[config.mk]
export PLATFORM = sky130hd
export DESIGN_NAME = lane_change_behaviour_planner_unit
export DESIGN_NICKNAME = d
export VERILOG_FILES = /design/src/hdl/lcbp_pkg.sv /design/src/hdl/lcbp_isqrt.sv /design/src/hdl/lane_change_behaviour_planner_unit.sv
export SDC_FILE = /design/constraint.sdc
export NUM_CORES = 2
export LEC_CHECK = 0
export ABC_AREA = 1
export BUFFER_PORTS_ARGS = -buffer_cell sky130_fd_sc_hd__buf_2
export CORE_MARGIN = 5
export CORE_UTILIZATION = 65
export DETAILED_ROUTE_END_ITERATION = 10
export PLACE_DENSITY_LB_ADDON = 0.1
export SLEW_MARGIN = 20
export SYNTH_ARGS = -nofsm -noshare
export SYNTH_HDL_FRONTEND = slang
export SYNTH_HIERARCHICAL = 1
export SYNTH_SLANG_ARGS = --single-unit
[constraint.sdc]
create_clock -name clk -period 21.1 [get_ports clk]
set_clock_uncertainty 0.1 [all_clocks]
set_input_delay 1.055 -clock clk [delete_from_list [all_inputs] [get_ports clk]]
set_output_delay 1.055 -clock clk [all_outputs]
set_load 0.005 [all_outputs]
[src/hdl/lcbp_pkg.sv]
// ----------------------------------------------------------------------------
// Lane change planner package
// Shared widths, register indexes and mode codes.
// ----------------------------------------------------------------------------
package lcbp_pkg;

    localparam int CfgIdxWidth  = 3;
    localparam int CfgDataWidth = 16;

    localparam logic [CfgIdxWidth-1:0] CFG_FRONT_GAP     = 3'd0;
    localparam logic [CfgIdxWidth-1:0] CFG_REAR_GAP      = 3'd1;
    localparam logic [CfgIdxWidth-1:0] CFG_SIDE_REAR_GAP = 3'd2;
    localparam logic [CfgIdxWidth-1:0] CFG_AHEAD_GAP     = 3'd3;
    localparam logic [CfgIdxWidth-1:0] CFG_TARGET_SPEED  = 3'd4;
    localparam logic [CfgIdxWidth-1:0] CFG_MIN_SPEED     = 3'd5;
    localparam logic [CfgIdxWidth-1:0] CFG_SPEED_STEP    = 3'd6;
    localparam logic [CfgIdxWidth-1:0] CFG_CENTER_TOL    = 3'd7;

    localparam logic [2:0] MODE_FORWARD    = 3'd0;
    localparam logic [2:0] MODE_PREP_LEFT  = 3'd1;
    localparam logic [2:0] MODE_PREP_RIGHT = 3'd2;
    localparam logic [2:0] MODE_CHG_LEFT   = 3'd3;
    localparam logic [2:0] MODE_CHG_RIGHT  = 3'd4;

    // Width of vx^2 + vy^2.
    localparam int SqWidth  = 32;
    localparam int SpdWidth = 16;

endpackage

[src/hdl/lcbp_isqrt.sv]
// ----------------------------------------------------------------------------
// Lane change planner square root
// Bit-pair restoring integer square root, one result bit per cycle.
// ----------------------------------------------------------------------------
module lcbp_isqrt
(
    input  logic                           clk,
    input  logic                           rst_n,
    input  logic                           start,
    input  logic [lcbp_pkg::SqWidth-1:0]   radicand,
    output logic                           done,
    output logic [lcbp_pkg::SpdWidth-1:0]  root
);
    import lcbp_pkg::*;

    localparam int CntWidth = $clog2(SpdWidth + 1);

    logic [SqWidth-1:0]  rem_reg, rem_next;
    logic [SqWidth-1:0]  rad_reg, rad_next;
    logic [SpdWidth-1:0] root_reg, root_next;
    logic [CntWidth-1:0] cnt_reg, cnt_next;
    logic                busy_reg, busy_next;
    logic                done_reg, done_next;
    logic [SqWidth+1:0]  trial;
    logic [SqWidth+1:0]  shifted;

    // One step: bring down two radicand bits and try to subtract 4r+1.
    always_comb
    begin
        shifted   = {rem_reg, rad_reg[SqWidth-1 -: 2]};
        trial     = {{(SqWidth-SpdWidth){1'b0}}, root_reg, 2'b01};
        rem_next  = rem_reg;
        rad_next  = rad_reg;
        root_next = root_reg;
        cnt_next  = cnt_reg;
        busy_next = busy_reg;
        done_next = 1'b0;
        if (start)
        begin
            rem_next  = '0;
            rad_next  = radicand;
            root_next = '0;
            cnt_next  = CntWidth'(SpdWidth);
            busy_next = 1'b1;
        end
        else if (busy_reg)
        begin
            rad_next = {rad_reg[SqWidth-3:0], 2'b00};
            if (shifted >= trial)
            begin
                rem_next  = SqWidth'(shifted - trial);
                root_next = {root_reg[SpdWidth-2:0], 1'b1};
            end
            else
            begin
                rem_next  = SqWidth'(shifted);
                root_next = {root_reg[SpdWidth-2:0], 1'b0};
            end
            cnt_next = cnt_reg - CntWidth'(1);
            if (cnt_reg == CntWidth'(1))
            begin
                busy_next = 1'b0;
                done_next = 1'b1;
            end
        end
    end

    always_ff @(posedge clk or negedge rst_n)
    begin
        if (!rst_n)
        begin
            busy_reg <= 1'b0;
            done_reg <= 1'b0;
            cnt_reg  <= '0;
        end
        else
        begin
            busy_reg <= busy_next;
            done_reg <= done_next;
            cnt_reg  <= cnt_next;
        end
    end

    always_ff @(posedge clk)
    begin
        rem_reg  <= rem_next;
        rad_reg  <= rad_next;
        root_reg <= root_next;
    end

    assign done = done_reg;
    assign root = root_reg;

endmodule

[src/hdl/lane_change_behaviour_planner_unit.sv]
// A vehicle report keeps the input stalled while it is in work: the two
// squares one after the other on one shared multiplier, the bit-serial
// square root (16 steps, then the root is handed over while path_points
// times speed is registered), one reciprocal multiply that estimates the
// divide by fifty from below, compare and subtract steps that raise the
// estimate, and a last step to compare and set the occupancy flags. A decide
// item keeps the input stalled until its result is registered, which waits
// until an earlier result has been taken, and produces one result item held
// in an output register until it is taken; reports produce no result. One
// item is in work at a time, and the next item can be accepted as soon as
// the stall ends.
// ----------------------------------------------------------------------------
// Lane change behavior planner
// Occupancy flags from vehicle reports and a five-mode lane change machine.
// ----------------------------------------------------------------------------
module lane_change_behaviour_planner_unit
(
    input  logic                               clk,
    input  logic                               rst_n,
    input  logic                               in_valid,
    output logic                               in_stall,
    input  logic                               func,
    input  logic [22:0]                        obj_s,
    input  logic signed [13:0]                 obj_d,
    input  logic signed [15:0]                 obj_vx,
    input  logic signed [15:0]                 obj_vy,
    input  logic [22:0]                        ego_s,
    input  logic signed [13:0]                 ego_d,
    input  logic [5:0]                         path_points,
    output logic                               out_valid,
    input  logic                               out_stall,
    output logic [2:0]                         mode,
    output logic [1:0]                         lane,
    output logic [15:0]                        ref_speed,
    input  logic                               cfg_we,
    input  logic [lcbp_pkg::CfgIdxWidth-1:0]   cfg_index,
    input  logic [lcbp_pkg::CfgDataWidth-1:0]  cfg_data
);
    import lcbp_pkg::*;

    typedef enum logic [7:0] {
        ST_IDLE  = 8'b0000_0001,
        ST_SQX   = 8'b0000_0010,
        ST_SQY   = 8'b0000_0100,
        ST_ROOT  = 8'b0000_1000,
        ST_PROJ  = 8'b0001_0000,
        ST_DIV   = 8'b0010_0000,
        ST_FLAGS = 8'b0100_0000,
        ST_OUT   = 8'b1000_0000
    } state_t;

    // Configuration registers.
    logic [15:0] front_gap_reg, rear_gap_reg, side_rear_gap_reg, ahead_gap_reg;
    logic [15:0] target_speed_reg, min_speed_reg;
    logic [11:0] speed_step_reg;
    logic [9:0]  center_tol_reg;

    always_ff @(posedge clk or negedge rst_n)
    begin
        if (!rst_n)
        begin
            front_gap_reg     <= 16'd7680;
            rear_gap_reg      <= 16'd1280;
            side_rear_gap_reg <= 16'd512;
            ahead_gap_reg     <= 16'd12800;
            target_speed_reg  <= 16'd49500;
            min_speed_reg     <= 16'd10000;
            speed_step_reg    <= 12'd224;
            center_tol_reg    <= 10'd26;
        end
        else if (cfg_we)
        begin
            unique case (cfg_index)
                CFG_FRONT_GAP:     front_gap_reg     <= cfg_data;
                CFG_REAR_GAP:      rear_gap_reg      <= cfg_data;
                CFG_SIDE_REAR_GAP: side_rear_gap_reg <= cfg_data;
                CFG_AHEAD_GAP:     ahead_gap_reg     <= cfg_data;
                CFG_TARGET_SPEED:  target_speed_reg  <= cfg_data;
                CFG_MIN_SPEED:     min_speed_reg     <= cfg_data;
                CFG_SPEED_STEP:    speed_step_reg    <= cfg_data[11:0];
                CFG_CENTER_TOL:    center_tol_reg    <= cfg_data[9:0];
                default:           ;
            endcase
        end
    end

    state_t      state_reg, state_next;
    logic [9:0]  flags_reg, flags_next;
    logic [2:0]  mode_reg, mode_next;
    logic [1:0]  lane_reg, lane_next;
    logic [15:0] speed_reg, speed_next;
    logic        ovalid_reg, ovalid_next;

    // Item payload.
    logic [22:0]        os_reg, es_reg;
    logic signed [13:0] d_reg;
    logic signed [13:0] ed_reg;
    logic signed [15:0] vx_reg, vy_reg;
    logic [5:0]         pp_reg;
    logic [31:0]        acc_reg, acc_next;
    logic [31:0]        prod_reg;
    logic [21:0]        proj_reg, proj_next;

    // Shared multiplier: 17x17 signed.
    logic signed [16:0] mul_a, mul_b;
    logic signed [33:0] mul_p;
    assign mul_p = mul_a * mul_b;

    logic              sq_start, sq_done;
    logic [15:0]       sq_root;

    // The root starts on the full sum, which is ready in the same cycle.
    lcbp_isqrt u_isqrt
    (
        .clk      (clk),
        .rst_n    (rst_n),
        .start    (sq_start),
        .radicand (acc_next),
        .done     (sq_done),
        .root     (sq_root)
    );

    // Lane tests on the reported lateral position.
    function automatic logic in_lane_f(input logic signed [13:0] d,
                                       input logic signed [3:0] k);
        logic signed [15:0] lo;
        begin
            lo = 16'(k) * 16'sd1024;
            in_lane_f = (16'(d) > lo) && (16'(d) < lo + 16'sd1024);
        end
    endfunction

    // Flag update for one report.
    logic [23:0] ps;
    logic        ps_gt, ps_lt;
    logic [23:0] fwd, bwd;
    logic        ahead_fg, side;
    logic signed [3:0] cur;
    logic [9:0]  rep_flags;

    always_comb
    begin
        ps       = 24'(os_reg) + 24'(proj_reg);
        ps_gt    = ps > 24'(es_reg);
        ps_lt    = ps < 24'(es_reg);
        fwd      = ps - 24'(es_reg);
        bwd      = 24'(es_reg) - ps;
        ahead_fg = ps_gt && (fwd < 24'(front_gap_reg));
        side     = ahead_fg || (!ps_gt && (bwd < 24'(side_rear_gap_reg)));
        cur      = 4'(lane_reg);
        rep_flags = flags_reg;
        if (in_lane_f(d_reg, cur))
        begin
            if (ahead_fg)
                rep_flags[0] = 1'b1;
            else if (ps_lt && (bwd < 24'(rear_gap_reg)))
                rep_flags[1] = 1'b1;
        end
        else if (in_lane_f(d_reg, cur - 4'sd1))
        begin
            if (side)
                rep_flags[2] = 1'b1;
        end
        else if (in_lane_f(d_reg, cur + 4'sd1))
        begin
            if (side)
                rep_flags[3] = 1'b1;
        end
        for (int k = 0; k < 3; k++)
        begin
            if (in_lane_f(d_reg, 4'(k)) && ps_gt)
            begin
                if (fwd < 24'(ahead_gap_reg))
                    rep_flags[4+k] = 1'b1;
                if (fwd < 24'(front_gap_reg))
                    rep_flags[7+k] = 1'b1;
            end
        end
    end

    // Speed rules.
    logic [15:0] spd_up, spd_dn;
    logic [16:0] up_sum;
    always_comb
    begin
        up_sum = 17'(speed_reg) + 17'(speed_step_reg);
        spd_up = speed_reg;
        if (speed_reg < target_speed_reg)
            spd_up = up_sum[16] ? 16'hFFFF : up_sum[15:0];
        spd_dn = speed_reg;
        if (speed_reg > min_speed_reg)
            spd_dn = (speed_reg > 16'(speed_step_reg)) ?
                     speed_reg - 16'(speed_step_reg) : 16'd0;
    end

    // Decision on the collected flags.
    logic [2:0]  dec_mode;
    logic [1:0]  dec_lane;
    logic [15:0] dec_speed;
    logic        f_front, f_back, f_left, f_right, busy;
    logic signed [15:0] off, off_abs;
    logic        centered;

    always_comb
    begin
        f_front = flags_reg[0];
        f_back  = flags_reg[1];
        f_left  = flags_reg[2];
        f_right = flags_reg[3];
        off     = 16'(ed_reg) - (16'sd512 + 16'sd1024 * 16'(lane_reg));
        off_abs = off[15] ? -off : off;
        centered = off_abs < 16'(center_tol_reg);
        dec_mode  = mode_reg;
        dec_lane  = lane_reg;
        dec_speed = speed_reg;
        busy      = 1'b0;
        case (mode_reg)
            MODE_PREP_LEFT, MODE_PREP_RIGHT:
            begin
                if ((mode_reg == MODE_PREP_LEFT) ? f_left : f_right)
                    dec_speed = (f_back && !f_front) ? spd_up : spd_dn;
                else if (mode_reg == MODE_PREP_LEFT)
                begin
                    if (lane_reg > 2'd0)
                        dec_lane = lane_reg - 2'd1;
                    dec_mode = MODE_CHG_LEFT;
                end
                else
                begin
                    if (lane_reg < 2'd2)
                        dec_lane = lane_reg + 2'd1;
                    dec_mode = MODE_CHG_RIGHT;
                end
            end
            MODE_CHG_LEFT, MODE_CHG_RIGHT:
            begin
                if (centered)
                    dec_mode = MODE_FORWARD;
                dec_speed = f_front ? spd_dn : spd_up;
            end
            default:
            begin
                dec_mode = MODE_FORWARD;
                if (!f_front)
                    dec_speed = spd_up;
                else if (lane_reg > 2'd0 && !f_left)
                begin
                    busy = flags_reg[4 + 32'(lane_reg) - 1];
                    dec_mode = (f_right || !busy || lane_reg == 2'd2) ?
                               MODE_PREP_LEFT : MODE_PREP_RIGHT;
                end
                else if (lane_reg < 2'd2 && !f_right)
                begin
                    busy = flags_reg[4 + 32'(lane_reg) + 1];
                    dec_mode = (f_left || !busy || lane_reg == 2'd0) ?
                               MODE_PREP_RIGHT : MODE_PREP_LEFT;
                end
                else
                begin
                    if (!f_back)
                        dec_speed = spd_dn;
                    if (lane_reg == 2'd0 && flags_reg[9])
                        dec_mode = MODE_PREP_RIGHT;
                    else if (lane_reg == 2'd2 && flags_reg[7])
                        dec_mode = MODE_PREP_LEFT;
                end
            end
        endcase
    end

    // Sequencer.
    logic in_acc, out_acc;
    assign in_acc  = in_valid && !in_stall;
    assign out_acc = ovalid_reg && !out_stall;
    assign in_stall = (state_reg != ST_IDLE);

    logic [27:0] q_rem;

    always_comb
    begin
        state_next  = state_reg;
        flags_next  = flags_reg;
        mode_next   = mode_reg;
        lane_next   = lane_reg;
        speed_next  = speed_reg;
        ovalid_next = ovalid_reg;
        acc_next    = acc_reg;
        proj_next   = proj_reg;
        sq_start    = 1'b0;
        mul_a       = 17'(vx_reg);
        mul_b       = 17'(vx_reg);
        // Remainder of the product against the current quotient estimate.
        q_rem = 28'(prod_reg) - 28'(proj_reg) * 28'd50;
        if (out_acc)
            ovalid_next = 1'b0;
        unique case (state_reg)
            ST_IDLE:
            begin
                if (in_acc)
                    state_next = func ? ST_OUT : ST_SQX;
            end
            ST_SQX:
            begin
                acc_next   = 32'(mul_p);
                state_next = ST_SQY;
            end
            ST_SQY:
            begin
                mul_a      = 17'(vy_reg);
                mul_b      = 17'(vy_reg);
                acc_next   = acc_reg + 32'(mul_p);
                sq_start   = 1'b1;
                state_next = ST_ROOT;
            end
            ST_ROOT:
            begin
                if (sq_done)
                    state_next = ST_PROJ;
            end
            ST_PROJ:
            begin
                // Quotient estimate (p >> 6) * floor(2^20 / 50) >> 14, never
                // above floor(p / 50) and at most three below it.
                mul_a      = 17'(prod_reg[21:6]);
                mul_b      = 17'sd20971;
                proj_next  = 22'(mul_p >>> 14);
                state_next = ST_DIV;
            end
            ST_DIV:
            begin
                // Raise the quotient until the remainder is below fifty.
                if (q_rem >= 28'd50)
                    proj_next = proj_reg + 22'd1;
                else
                    state_next = ST_FLAGS;
            end
            ST_FLAGS:
            begin
                flags_next = rep_flags;
                state_next = ST_IDLE;
            end
            ST_OUT:
            begin
                if (!ovalid_reg || out_acc)
                begin
                    mode_next   = dec_mode;
                    lane_next   = dec_lane;
                    speed_next  = dec_speed;
                    flags_next  = '0;
                    ovalid_next = 1'b1;
                    state_next  = ST_IDLE;
                end
            end
            default: state_next = ST_IDLE;
        endcase
    end

    always_ff @(posedge clk or negedge rst_n)
    begin
        if (!rst_n)
        begin
            state_reg  <= ST_IDLE;
            flags_reg  <= '0;
            mode_reg   <= MODE_FORWARD;
            lane_reg   <= 2'd1;
            speed_reg  <= '0;
            ovalid_reg <= 1'b0;
        end
        else
        begin
            state_reg  <= state_next;
            flags_reg  <= flags_next;
            mode_reg   <= mode_next;
            lane_reg   <= lane_next;
            speed_reg  <= speed_next;
            ovalid_reg <= ovalid_next;
        end
    end

    // Payload capture and the pp*speed product (6x16, registered).
    always_ff @(posedge clk)
    begin
        if (in_acc)
        begin
            os_reg <= obj_s;
            es_reg <= ego_s;
            d_reg  <= obj_d;
            ed_reg <= ego_d;
            vx_reg <= obj_vx;
            vy_reg <= obj_vy;
            pp_reg <= path_points;
        end
        acc_reg  <= acc_next;
        proj_reg <= proj_next;
        if (sq_done)
            prod_reg <= 32'(pp_reg) * 32'(sq_root);
    end

    assign out_valid = ovalid_reg;
    assign mode      = mode_reg;
    assign lane      = lane_reg;
    assign ref_speed = speed_reg;

endmodule

==> results.py <==
metrics = {
    "routing": {
        "drc": 0,
        "postRouteAntennaNets": 0,
        "route.vias.total": 40480,
        "wl_um": 125900,
        "viasPerCell": 5.574,
        "wire_per_inst_um": 17.34,
        "drt-pass1-iter-count": 6,
        "drt-initial-drc-count": 3079,
    },
    "synthesis": {
        "synth-edff-count": 187,
        "ys_types": 75,
        "syn-cell-area_um2": 47050,
        "syn_nets": 7154,
        "yosysWarnings": 6,
        "postSynthAreaPerCell_um2": 7.629,
        "ys.flop_type": "edfxtp_1",
        "synth_seq_cells": 431,
        "ys_async_sr_fraction_pct": 38.05,
        "yosysSeqAreaShare_pct": 24.14,
        "synthCells": 6168,
    },
    "timing": {
        "clock.fmax_ghz": 0.09847,
        "timing.final.max_slew_violations": 0,
        "setup_viol": 0,
        "max_slew_margin_pct": 28.91,
        "finalHoldViolations": 0,
        "rsz0062_at_grt": "no",
        "tightestPinTransition_ns": 1.065,
        "fin_setup_tns_ns": 0,
        "min_period_over_period_pct": 48.13,
        "period_needed_ns": 10.16,
    },
    "cts": {
        "cts_buffer_depth": 3,
        "clock-sinks": 431,
        "post-cts-setup-buffers": 0,
        "cts_buffers": 49,
        "htreeDepth": 2,
        "root_buffer": "clkbuf_16",
        "tritoncts": "yes",
        "clk-insertion-delay-late_ns": 0.62,
        "cts_hold_buf": 0,
        "cts_resized": 0,
        "clk_pin_slew_ns": 0.06,
    },
    "grt": {
        "grt_max_degree": 99,
        "grt_pass1_vias": 40060,
        "gr-usage-met3_pct": 5.033,
        "grt_util_met2_pct": 54.50,
        "grt_pass1_wl_um": 204700,
        "gr-max-usage-layer": "met2",
        "grt_usage_pct": 32.10,
        "antenna_found_initial": 4,
        "overflow": 0,
        "grt.met1_usage_pct": 41.22,
    },
    "worst_setup_path": {
        "cp-startpoint": "state_reg[6]",
        "cp_data_arrival_time_ns": 10.41,
        "cp-endpoint": "u_isqrt/rad_reg[29]",
        "cp_data_required_time_ns": 21.36,
        "regToRegStartpoint": "state_reg[6]",
        "reg2regPathDepth": 36,
        "crit_path_max_incr_delay_ns": 0.56,
        "cp_common_cell": "inv_1",
        "crit_type": "flop to flop",
        "cp-end-kind": "flop",
        "r2r_end": "u_isqrt/rad_reg[29]",
        "cp_slowest_cell": "fa_1",
        "worstSetupStartpointType": "flop",
        "r2r_slack_ns": 10.94,
        "worstPathMaxFanout": 57,
    },
    "floorplanning": {
        "die_h_um": 279.1,
        "die_width_um": 279.1,
        "coreArea_um2": 71610,
        "rows": 98,
        "design.die.area_um2": 77870,
        "start_util_pct": 65.71,
        "io_pins": 160,
    },
    "worst_hold_path": {
        "min_path_cells": 2,
        "hp-class": "flop to flop",
        "min_from": "u_isqrt/rem_reg[30]",
    },
    "status": {
        "outcome": "finished clean",
    },
    "placed_design": {
        "dp_hpwl_um": 102500,
        "io_buffers": 159,
        "place_congestion": 1.011,
    },
    "finish": {
        "layout_commonest_cell": "nand2_1",
        "drive_gt1_share_pct": 6.976,
        "nets": 7254,
        "area_growth_pct": 6.852,
        "final.fill_count": 6018,
        "mostFrequentLayoutCells": "nand2_1 (1,452), inv_1 (1,249), ha_1 (473), nor2_1 (439), fa_1 (376)",
    },
    "run": {
        "cap_violations": 0,
    },
}
-- Yosys cell counts (30+ instances only) --
library cell | n | area (um^2)
nand2_1 | 1452 | 5450
inv_1 | 1250 | 4692
ha_1 | 473 | 5918
nor2_1 | 444 | 1667
fa_1 | 376 | 7527
a21oi_1 | 348 | 1742
o21ai_0 | 310 | 1551
nand3_1 | 221 | 1106
edfxtp_1 | 187 | 5615
xor2_1 | 147 | 1287
dfrtp_1 | 134 | 3353
nand4_1 | 90 | 563.0
clkbuf_1 | 86 | 322.8
dfxtp_1 | 80 | 1602
nor3_1 | 58 | 290.3
xnor2_1 | 51 | 446.7
buf_2 | 30 | 150.1
dfstp_2 | 30 | 788.3
-- cell type report --
cell class	count	area (um^2)	area share [%]
Clock buffer	68	1358	2.700
Sequential cell	431	11360	22.59
Tap cell	950	1189	2.364
Timing Repair Buffer	181	970.9	1.931
Multi-Input combinational cell	4326	30330	60.33
Inverter	1279	4802	9.551
Clock inverter	22	255.2	0.5077
Antenna cell	5	12.51	0.02489
-- worst min path at each step --
stage	endpoint	slack, ns
final	u_isqrt/rem_reg[30]	0.35
after global routing	u_isqrt/rem_reg[30]	0.38
after CTS	u_isqrt/rem_reg[31]	0.36
after detailed placement	u_isqrt/rem_reg[30]	0.35
after global placement	u_isqrt/rem_reg[31]	0.34
after floorplan	u_isqrt/rem_reg[31]	0.33
-- per-stage QoR --
step	utilization, %	setup WS, ns	cell area [um^2]	std cells	hold slack [ns]
floorplan	-	12.62	47050	6168	0.3268
global placement	67.93	10.98	48650	7167	0.3408
detailed placement	67.94	11.02	48650	7167	0.3478
CTS	70.19	10.97	50260	7257	0.3566
global route	70.20	10.13	50270	7257	0.3800
finish	70.21	10.94	50280	7262	0.3536
-- layer usage --
layer / up-vias / wire length, um
met3: 354 / 8398
met2: 1432 / 59780
met4: 8 / 6203
met5: - / 62
li1: 19640 / -
met1: 19040 / 51470
-- cells by family (layout without fill, tap and decap cells) --
logic type,after synthesis,in the layout,synth area share (%)
AND/OR/NAND/NOR,2401,2401,21.50
AO/OA/AOI/OAI,875,875,10.54
adder cells (fa/ha/maj),849,849,28.57
buffers and inverters,1411,1550,11.47
XOR/XNOR,200,200,3.755
flip-flops,431,431,24.14
other,0,5,0
multiplexers,1,1,0.02127
-- critical path: cells and delay by family, from the launching register on --
family | cells | cell delay, ns
AOI/OAI and AO/OA | 6 | 1.01
xor gates and xnor gates | 1 | 0.23
adders and majority gates | 8 | 3.83
buffers and inverters | 10 | 2.25
DFF | 1 | 0.41
and+or+nand+nor | 11 | 2.04
Power is left out: the tool's default activity adds up to more than one toggle a clock period on the data nets, which glitch-free logic cannot reach.
